<file path="src/design/prt_pkg.sv">
package prt_pkg;

   localparam int OP_W     = 2;
   localparam int ADDR_W   = 32;
   localparam int PORT_W   = 16;
   localparam int NUM_W    = 7;
   localparam int STATUS_W = 3;

   // request codes
   localparam logic [OP_W-1:0] OP_REGISTER = 2'd0;
   localparam logic [OP_W-1:0] OP_REMOVE   = 2'd1;
   localparam logic [OP_W-1:0] OP_LIST     = 2'd2;
   localparam logic [OP_W-1:0] OP_NONE     = 2'd3;

   // response status codes
   localparam logic [STATUS_W-1:0] ST_OK    = 3'd0;
   localparam logic [STATUS_W-1:0] ST_DUP   = 3'd1;
   localparam logic [STATUS_W-1:0] ST_FULL  = 3'd2;
   localparam logic [STATUS_W-1:0] ST_MISS  = 3'd3;
   localparam logic [STATUS_W-1:0] ST_ENTRY = 3'd4;
   localparam logic [STATUS_W-1:0] ST_EMPTY = 3'd5;

   typedef struct packed {
      logic load;
      logic scan;
      logic finish;
      logic remove;
   } cmd_type;

   typedef struct packed {
      logic scan_end;
   } stat_type;

endpackage

</file>
<file path="src/design/prt_ctrl.sv">
module prt_ctrl (
   input  logic                     clock,
   input  logic                     reset,
   input  logic                     start,
   input  logic [prt_pkg::OP_W-1:0] req_type,
   input  prt_pkg::stat_type        stat,
   output prt_pkg::cmd_type         cmd,
   output logic                     busy
);

   localparam logic [1:0] S_IDLE   = 2'd0;
   localparam logic [1:0] S_SCAN   = 2'd1;
   localparam logic [1:0] S_FINISH = 2'd2;
   localparam logic [1:0] S_REMOVE = 2'd3;

   logic [1:0] state_ff;
   logic [1:0] state_in;

   always_comb begin
      state_in = state_ff;
      cmd      = '0;
      unique case (state_ff)
         S_IDLE: begin
            if (start) begin
               if (req_type == prt_pkg::OP_REGISTER || req_type == prt_pkg::OP_LIST) begin
                  cmd.load = 1'b1;
                  state_in = S_SCAN;
               end else if (req_type == prt_pkg::OP_REMOVE) begin
                  cmd.load = 1'b1;
                  state_in = S_REMOVE;
               end
            end
         end
         S_SCAN: begin
            cmd.scan = 1'b1;
            if (stat.scan_end) begin
               state_in = S_FINISH;
            end
         end
         S_FINISH: begin
            cmd.finish = 1'b1;
            state_in   = S_IDLE;
         end
         S_REMOVE: begin
            cmd.remove = 1'b1;
            state_in   = S_IDLE;
         end
         default: begin
            state_in = S_IDLE;
         end
      endcase
   end

   always_ff @(posedge clock) begin
      if (reset) begin
         state_ff <= S_IDLE;
      end else begin
         state_ff <= state_in;
      end
   end

   assign busy = (state_ff != S_IDLE);

endmodule

</file>
<file path="src/design/prt_dpath.sv">
module prt_dpath #(
   parameter int CAPACITY = 64
) (
   input  logic                         clock,
   input  logic                         reset,
   input  prt_pkg::cmd_type             cmd,
   output prt_pkg::stat_type            stat,
   input  logic [prt_pkg::OP_W-1:0]     req_type,
   input  logic [prt_pkg::ADDR_W-1:0]   req_peer_addr,
   input  logic [prt_pkg::PORT_W-1:0]   req_peer_port,
   input  logic [prt_pkg::NUM_W-1:0]    req_peer_number,
   output logic                         rsp_valid,
   output logic [prt_pkg::STATUS_W-1:0] rsp_status,
   output logic [prt_pkg::ADDR_W-1:0]   rsp_entry_addr,
   output logic [prt_pkg::PORT_W-1:0]   rsp_entry_port,
   output logic [prt_pkg::NUM_W-1:0]    rsp_entry_number,
   output logic                         rsp_last
);

   localparam int IDX_W = (CAPACITY > 1) ? $clog2(CAPACITY) : 1;
   localparam int CNT_W = $clog2(CAPACITY + 1);

   // slot storage, read data registered
   logic [prt_pkg::ADDR_W-1:0] addr_mem [CAPACITY];
   logic [prt_pkg::PORT_W-1:0] port_mem [CAPACITY];

   logic [CAPACITY-1:0] active_ff, active_in;
   logic [CNT_W-1:0]    fill_ff, fill_in;
   logic [CNT_W-1:0]    scan_ff, scan_in;

   logic [prt_pkg::OP_W-1:0]   op_ff;
   logic [prt_pkg::ADDR_W-1:0] addr_ff;
   logic [prt_pkg::PORT_W-1:0] port_ff;
   logic [prt_pkg::NUM_W-1:0]  number_ff;

   logic                       rd_vld_ff, rd_vld_in;
   logic                       rd_act_ff;
   logic [IDX_W-1:0]           rd_idx_ff;
   logic [prt_pkg::ADDR_W-1:0] rd_addr_ff;
   logic [prt_pkg::PORT_W-1:0] rd_port_ff;

   logic                       dup_ff, dup_in;
   logic                       held_vld_ff, held_vld_in;
   logic [prt_pkg::ADDR_W-1:0] held_addr_ff, held_addr_in;
   logic [prt_pkg::PORT_W-1:0] held_port_ff, held_port_in;
   logic [prt_pkg::NUM_W-1:0]  held_num_ff, held_num_in;

   logic                         rsp_valid_ff, rsp_valid_in;
   logic [prt_pkg::STATUS_W-1:0] rsp_status_ff, rsp_status_in;
   logic [prt_pkg::ADDR_W-1:0]   rsp_addr_ff, rsp_addr_in;
   logic [prt_pkg::PORT_W-1:0]   rsp_port_ff, rsp_port_in;
   logic [prt_pkg::NUM_W-1:0]    rsp_num_ff, rsp_num_in;
   logic                         rsp_last_ff, rsp_last_in;

   logic                       mem_we;
   logic [IDX_W-1:0]           wr_idx;
   logic [IDX_W-1:0]           scan_idx;
   logic [IDX_W-1:0]           rm_idx;
   logic [prt_pkg::NUM_W-1:0]  fill_num;
   logic                       scan_end;
   logic                       full;
   logic                       rm_hit;

   assign scan_idx = scan_ff[IDX_W-1:0];
   assign wr_idx   = fill_ff[IDX_W-1:0];
   assign fill_num = prt_pkg::NUM_W'(fill_ff);
   assign rm_idx   = IDX_W'(number_ff - prt_pkg::NUM_W'(1));
   assign scan_end = (scan_ff == fill_ff);
   assign full     = (fill_ff == CNT_W'(CAPACITY));
   assign stat.scan_end = scan_end;

   always_comb begin
      rm_hit = 1'b0;
      if (number_ff != '0 && number_ff <= fill_num) begin
         rm_hit = active_ff[rm_idx];
      end
   end

   always_comb begin
      active_in     = active_ff;
      fill_in       = fill_ff;
      scan_in       = scan_ff;
      rd_vld_in     = 1'b0;
      dup_in        = dup_ff;
      held_vld_in   = held_vld_ff;
      held_addr_in  = held_addr_ff;
      held_port_in  = held_port_ff;
      held_num_in   = held_num_ff;
      rsp_valid_in  = 1'b0;
      rsp_status_in = rsp_status_ff;
      rsp_addr_in   = rsp_addr_ff;
      rsp_port_in   = rsp_port_ff;
      rsp_num_in    = rsp_num_ff;
      rsp_last_in   = rsp_last_ff;
      mem_we        = 1'b0;

      if (cmd.load) begin
         scan_in     = '0;
         dup_in      = 1'b0;
         held_vld_in = 1'b0;
      end

      if (cmd.scan && !scan_end) begin
         rd_vld_in = 1'b1;
         scan_in   = scan_ff + CNT_W'(1);
      end

      // slot data read in the previous cycle
      if (rd_vld_ff && rd_act_ff) begin
         if (op_ff == prt_pkg::OP_LIST) begin
            // hold back one entry so the final one can carry last
            if (held_vld_ff) begin
               rsp_valid_in  = 1'b1;
               rsp_status_in = prt_pkg::ST_ENTRY;
               rsp_addr_in   = held_addr_ff;
               rsp_port_in   = held_port_ff;
               rsp_num_in    = held_num_ff;
               rsp_last_in   = 1'b0;
            end
            held_vld_in  = 1'b1;
            held_addr_in = rd_addr_ff;
            held_port_in = rd_port_ff;
            held_num_in  = prt_pkg::NUM_W'(rd_idx_ff) + prt_pkg::NUM_W'(1);
         end else if (rd_addr_ff == addr_ff && rd_port_ff == port_ff) begin
            dup_in = 1'b1;
         end
      end

      if (cmd.finish) begin
         rsp_valid_in = 1'b1;
         rsp_addr_in  = '0;
         rsp_port_in  = '0;
         rsp_num_in   = '0;
         rsp_last_in  = 1'b1;
         if (op_ff == prt_pkg::OP_LIST) begin
            if (held_vld_ff) begin
               rsp_status_in = prt_pkg::ST_ENTRY;
               rsp_addr_in   = held_addr_ff;
               rsp_port_in   = held_port_ff;
               rsp_num_in    = held_num_ff;
            end else begin
               rsp_status_in = prt_pkg::ST_EMPTY;
            end
         end else if (dup_ff) begin
            rsp_status_in = prt_pkg::ST_DUP;
         end else if (full) begin
            rsp_status_in = prt_pkg::ST_FULL;
         end else begin
            mem_we            = 1'b1;
            active_in[wr_idx] = 1'b1;
            fill_in           = fill_ff + CNT_W'(1);
            rsp_status_in     = prt_pkg::ST_OK;
            rsp_num_in        = fill_num + prt_pkg::NUM_W'(1);
         end
      end

      if (cmd.remove) begin
         rsp_valid_in = 1'b1;
         rsp_addr_in  = '0;
         rsp_port_in  = '0;
         rsp_num_in   = '0;
         rsp_last_in  = 1'b1;
         if (rm_hit) begin
            active_in[rm_idx] = 1'b0;
            rsp_status_in     = prt_pkg::ST_OK;
         end else begin
            rsp_status_in = prt_pkg::ST_MISS;
         end
      end
   end

   always_ff @(posedge clock) begin
      if (reset) begin
         active_ff    <= '0;
         fill_ff      <= '0;
         scan_ff      <= '0;
         rd_vld_ff    <= 1'b0;
         dup_ff       <= 1'b0;
         held_vld_ff  <= 1'b0;
         rsp_valid_ff <= 1'b0;
      end else begin
         active_ff    <= active_in;
         fill_ff      <= fill_in;
         scan_ff      <= scan_in;
         rd_vld_ff    <= rd_vld_in;
         dup_ff       <= dup_in;
         held_vld_ff  <= held_vld_in;
         rsp_valid_ff <= rsp_valid_in;
      end
   end

   always_ff @(posedge clock) begin
      if (cmd.load) begin
         op_ff     <= req_type;
         addr_ff   <= req_peer_addr;
         port_ff   <= req_peer_port;
         number_ff <= req_peer_number;
      end
      rd_act_ff     <= active_ff[scan_idx];
      rd_idx_ff     <= scan_idx;
      held_addr_ff  <= held_addr_in;
      held_port_ff  <= held_port_in;
      held_num_ff   <= held_num_in;
      rsp_status_ff <= rsp_status_in;
      rsp_addr_ff   <= rsp_addr_in;
      rsp_port_ff   <= rsp_port_in;
      rsp_num_ff    <= rsp_num_in;
      rsp_last_ff   <= rsp_last_in;
   end

   always_ff @(posedge clock) begin
      if (mem_we) begin
         addr_mem[wr_idx] <= addr_ff;
         port_mem[wr_idx] <= port_ff;
      end
      rd_addr_ff <= addr_mem[scan_idx];
      rd_port_ff <= port_mem[scan_idx];
   end

   assign rsp_valid        = rsp_valid_ff;
   assign rsp_status       = rsp_status_ff;
   assign rsp_entry_addr   = rsp_addr_ff;
   assign rsp_entry_port   = rsp_port_ff;
   assign rsp_entry_number = rsp_num_ff;
   assign rsp_last         = rsp_last_ff;

endmodule

</file>
<file path="src/design/peer_registry_table.sv">
// peer registry table: up to CAPACITY peers (address, port), numbered slot index plus one.
// request channel: start with req_type and the req_peer_* fields; a transaction is taken
// when start is high and busy is low. register (0) appends a peer unless an active entry
// has the same address and port or every slot is used; remove (1) retires an active entry
// by number; list (2) returns every active entry in slot order; code 3 is dropped.
// response channel: rsp_valid marks each result for exactly one cycle; the receiver
// cannot stall, results must be taken when shown. rsp_last marks the final result.
// sequence: register and list pass from acceptance through a load step, slot reads
// from the slot memory one per cycle, a finish step and the output register; list
// entries stream out as active slots are read, at most one per cycle. remove passes
// through a load step, a remove step and the output register. busy drops with the
// final result.
// reset empties the table at once; slot contents need no clearing.
module peer_registry_table #(
   parameter int CAPACITY = 64
) (
   input  logic                         clock,
   input  logic                         reset,
   input  logic                         start,
   output logic                         busy,
   input  logic [prt_pkg::OP_W-1:0]     req_type,
   input  logic [prt_pkg::ADDR_W-1:0]   req_peer_addr,
   input  logic [prt_pkg::PORT_W-1:0]   req_peer_port,
   input  logic [prt_pkg::NUM_W-1:0]    req_peer_number,
   output logic                         rsp_valid,
   output logic [prt_pkg::STATUS_W-1:0] rsp_status,
   output logic [prt_pkg::ADDR_W-1:0]   rsp_entry_addr,
   output logic [prt_pkg::PORT_W-1:0]   rsp_entry_port,
   output logic [prt_pkg::NUM_W-1:0]    rsp_entry_number,
   output logic                         rsp_last
);

   prt_pkg::cmd_type  cmd;
   prt_pkg::stat_type stat;

   prt_ctrl u_ctrl (
      .clock    (clock),
      .reset    (reset),
      .start    (start),
      .req_type (req_type),
      .stat     (stat),
      .cmd      (cmd),
      .busy     (busy)
   );

   prt_dpath #(
      .CAPACITY (CAPACITY)
   ) u_dpath (
      .clock            (clock),
      .reset            (reset),
      .cmd              (cmd),
      .stat             (stat),
      .req_type         (req_type),
      .req_peer_addr    (req_peer_addr),
      .req_peer_port    (req_peer_port),
      .req_peer_number  (req_peer_number),
      .rsp_valid        (rsp_valid),
      .rsp_status       (rsp_status),
      .rsp_entry_addr   (rsp_entry_addr),
      .rsp_entry_port   (rsp_entry_port),
      .rsp_entry_number (rsp_entry_number),
      .rsp_last         (rsp_last)
   );

`ifndef SYNTHESIS
   a_rsp_from_busy: assert property (@(posedge clock) disable iff (reset)
      rsp_valid |-> $past(busy))
      else $error("result without a transaction in progress");

   a_only_list_streams: assert property (@(posedge clock) disable iff (reset)
      rsp_valid && !rsp_last |-> rsp_status == prt_pkg::ST_ENTRY)
      else $error("non-final result that is not a list entry");

   a_start_goes_busy: assert property (@(posedge clock) disable iff (reset)
      start && !busy && req_type != prt_pkg::OP_NONE |=> busy)
      else $error("accepted transaction did not start");

   a_gap_after_last: assert property (@(posedge clock) disable iff (reset)
      rsp_valid && rsp_last |=> !rsp_valid)
      else $error("result right after a final result");
`endif

endmodule
</file>
<file path="config.mk">
export PLATFORM = sky130hd
export DESIGN_NAME = peer_registry_table
export DESIGN_NICKNAME = d
export VERILOG_FILES = /design/src/design/prt_pkg.sv /design/src/design/prt_ctrl.sv /design/src/design/prt_dpath.sv /design/src/design/peer_registry_table.sv
export SDC_FILE = /design/constraint.sdc
export NUM_CORES = 2
export LEC_CHECK = 0
export BUFFER_PORTS_ARGS = -buffer_cell sky130_fd_sc_hd__buf_4
export CAP_MARGIN = 0
export CORE_MARGIN = 4
export CORE_UTILIZATION = 63
export CTS_BUF_LIST = sky130_fd_sc_hd__clkbuf_16
export CTS_CLUSTER_DIAMETER = 150
export DETAILED_ROUTE_END_ITERATION = 10
export PLACE_DENSITY = 0.8
export SKIP_LAST_GASP = 1
export SYNTH_ARGS = -nofsm -noshare
export SYNTH_HDL_FRONTEND = slang
export SYNTH_SLANG_ARGS = --single-unit
export TNS_END_PERCENT = 1
</file>
<file path="constraint.sdc">
create_clock -name clock -period 6.4 [get_ports clock]
set_input_delay 1.28 -clock clock [delete_from_list [all_inputs] [get_ports clock]]
set_output_delay 1.28 -clock clock [all_outputs]
set_load 0.05 [all_outputs]
</file>
==> results.sh <==
export IMPL_status="finished, final reports clean"
export IMPL_path_depth=6
export IMPL_grt_pass1_vias=67930
export IMPL_yosysTopAreaCell="edfxtp_1"
export IMPL_row_count=165
export IMPL_p_total_mw=45.49
export IMPL_cp_buffers_inverters=2
export IMPL_cp_max_fo=17
export IMPL_antenna_found_initial=27
export IMPL_die_w_um=459.3
export IMPL_reg2reg_from="u_ctrl.state_ff[1]$_SDFFE_PP0P_"
export IMPL_port_buffers=120
export IMPL_rsz0062_at_grt="no"
export IMPL_end_kind="flop"
export IMPL_maxCapViolations=0
export IMPL_fp_dieH_um=459.3
export IMPL_async_flop_share_pct=0
export IMPL_path_cells="nand2b_1 > nor3_1 > buf_4 > nand4_1 > nor2_4 > buf_4"
export IMPL_critPathLaunch="u_ctrl.state_ff[1]$_SDFFE_PP0P_"
export IMPL_cts_resized=0
export IMPL_worstSetupPathType="reg -> reg"
export IMPL_ys_ff_latch=3382
export IMPL_cp_top_family="simple AND/OR/NAND/NOR gates"
export IMPL_maxSlewHeadroom_pct=3.478
export IMPL_post_place_ws_ns=2.307
export IMPL_grt_use_total_pct=37.86
export IMPL_ctsLongestPathBuffers=4
export IMPL_skew_ns=0.1132
export IMPL_grt_first_pass_wirelength_um=546700
export IMPL_hold_path_class="reg -> reg"
export IMPL_power_density_nw_per_um2=314.7
export IMPL_cts_hold_buf=0
export IMPL_syn_inst=5524
export IMPL_startpoint_type="flop"
export IMPL_dp_hpwl_um=192700
export IMPL_setup_viol=0
export IMPL_cts_buffers=339
export IMPL_cp_slowest_cell="nor2_4"
export IMPL_synthesis_area_um2=128300
export IMPL_clk_latency_ns=1.01
export IMPL_dr_pass1_iters=9
export IMPL_clk_pin_slew_ns=0.06
export IMPL_hold_worst_slack_ns=0.4594
export IMPL_synth_nets=5597
export IMPL_place_congestion=0.9010
export IMPL_cts_root_buf="clkbuf_16"
export IMPL_route_vias_total=68630
export IMPL_ir_worst_vdd_mv=0.3412
export IMPL_finalSetupTns_ns=0
export IMPL_start_util_pct=63.41
export IMPL_cts_tree="built"
export IMPL_drt_first_iter_violations=13440
export IMPL_multi_input_area_um2=27870
export IMPL_cts_setup_buffers=0
export IMPL_die_area_um2=210900
export IMPL_drive_gt1_share_pct=30.02
export IMPL_synth_top_area_share_pct=74.60
export IMPL_cp_common_cell="buf_4"
export IMPL_worstHoldPathCells=2
export IMPL_synth_seq_area_share_pct=77.64
export IMPL_synth_area_top_cells="edfxtp_1, mux4_2, dfxtp_1"
export IMPL_core_um2=202300
export IMPL_final_setup_worst_slack_ns=1.902
export IMPL_critPathMaxStageDelay_ns=1.18
export IMPL_synth_commonest_cells="edfxtp_1, mux4_2, dfxtp_1"
export IMPL_critPathRequiredTime_ns=6.93
export IMPL_route_detailed_drc=0
export IMPL_ant_nets=0
export IMPL_finalMaxSlewViolations=0
export IMPL_grt_max_degree=114
export IMPL_final_nets=5983
export IMPL_synth_most_common_cell="edfxtp_1"
export IMPL_fillers=10420
export IMPL_wirelength_um=393600
export IMPL_min_period_over_period_pct=70.27
export IMPL_regArea_um2=99630
export IMPL_ff2ff_path_depth=6
export IMPL_routed_via_density=7.742
export IMPL_synth_top_flop_cell="edfxtp_1"
export IMPL_syn_to_final_growth_pct=12.68
export IMPL_wl_per_cell_um=44.40
export IMPL_htree_levels=5
export IMPL_cp_arrival_ns=5.03
export IMPL_synth_avg_cell_area_um2=23.22
export IMPL_min_delay_start="u_dpath.rsp_last$_SDFFE_PN1P_"
export IMPL_synth_edff_count=3187
export IMPL_cts_sinks=3382
export IMPL_yosys_cell_types_count=49
export IMPL_num_io_pins=121
export IMPL_fin_crit_ns=4.498
export IMPL_hold_violations=0
export IMPL_yosys_warnings=0
export IMPL_gr_total_overflow=0
export IMPL_leakage_nw=44.04
export IMPL_clock_fmax_mhz=222.3
export IMPL_worstMarginPinSlew_ns=1.444
layout make-up:
class / instances / share of cell area (%)
repair buffers: 339 / 2.176
inverters: 22 / 0.05886
multi-input cells: 1826 / 19.28
clock buffers: 346 / 5.990
flip-flops and latches: 3382 / 68.92
well taps: 2672 / 2.313
clock inverters: 248 / 1.209
diodes: 30 / 0.05193
metal layers:
layer	vias up	share of wire, %	track usage (%)
met5	-	0.10	0.8037
met2	7534	47	57.28
met1	35300	31	49.54
met4	20	6.2	19.70
met3	1450	15	13.05
li1	24330	-	-
stage by stage:
| stage | utilization, % | cell area, um2 | std cells |
|---|---|---|---|
| final | 71.45 | 144600 | 8865 |
| after global routing | 71.42 | 144500 | 8839 |
| after CTS | 71.39 | 144400 | 8833 |
| after detailed placement | 66.25 | 134000 | 8239 |
| after global placement | 66.25 | 134000 | 8239 |
| after floorplan | - | 128300 | 5524 |
final timing paths:
kind	to	slack (ns)
max	u_dpath.addr_mem[50][25]$_DFFE_PP_	1.90
min	u_dpath.rsp_last$_SDFFE_PN1P_	0.46
max reg2reg	u_dpath.addr_mem[50][25]$_DFFE_PP_	1.90
min reg2reg	u_dpath.rsp_last$_SDFFE_PN1P_	0.46
flip-flops by register name, indices dropped and copies added (netlist names), 16 cells and up:
register	flops
u_dpath.rd_addr_ff	32
u_dpath.rsp_entry_addr	32
u_dpath.rsp_entry_port	16
u_dpath.held_addr_ff	32
u_dpath.port_ff	16
u_dpath.rd_port_ff	16
u_dpath.addr_mem	2048
u_dpath.active_ff	64
u_dpath.port_mem	1024
u_dpath.addr_ff	32
u_dpath.held_port_ff	16
worst register-to-register path: stages, from the launching register on:
cell,delay (ns)
dfxtp_1,0.69
nand2b_1,0.27
nor3_1,0.27
buf_4,0.26
nand4_1,0.74
nor2_4,1.18
buf_4,0.59
logic make-up after synthesis:
group | after synthesis | synth area share (%)
XOR/XNOR | 75 | 0.5267
flip-flops | 3382 | 77.64
buffers and inverters | 316 | 1.025
multiplexers | 1053 | 17.84
adder cells (fa/ha/maj) | 13 | 0.1268
AND/OR/NAND/NOR | 366 | 1.310
AO/OA/AOI/OAI | 319 | 1.530
power breakdown:
part | internal [mW] | leakage [nW] | switching [mW]
combinational | 0.417 | 8.34 | 1.15
clock | 10.8 | 5.43 | 8.58
sequential | 24.4 | 30.3 | 0.169
cells in the final DEF (no fill, tap or decap), types with 7 or more instances in the layout:
master     netlist  layout
nand4_1         25      25
inv_1           20      96
mux4_2         984     984
nor3_1          12       9
nor2_4           0      63
clkinv_1         2      73
clkbuf_16        0     346
nand2_1         64      63
edfxtp_1      3187    3187
ha_1            13      13
clkinv_2         0      57
and3_1           7       7
bufinv_16        0      25
xnor2_1         67      67
nor2_1         168     105
nand3_1         29      29
a211oi_1        79      79
o22ai_1         40      40
inv_6            0       9
buf_4            4     291
buf_12           0      48
dfxtp_1        195     189
nor3b_1         10      10
diode_2          0      30
nor2b_1         36      36
a21oi_1         94      94
mux2i_1         63      63
o21ai_0         73      73
No activity file was read; power rests on OpenSTA's default activity.
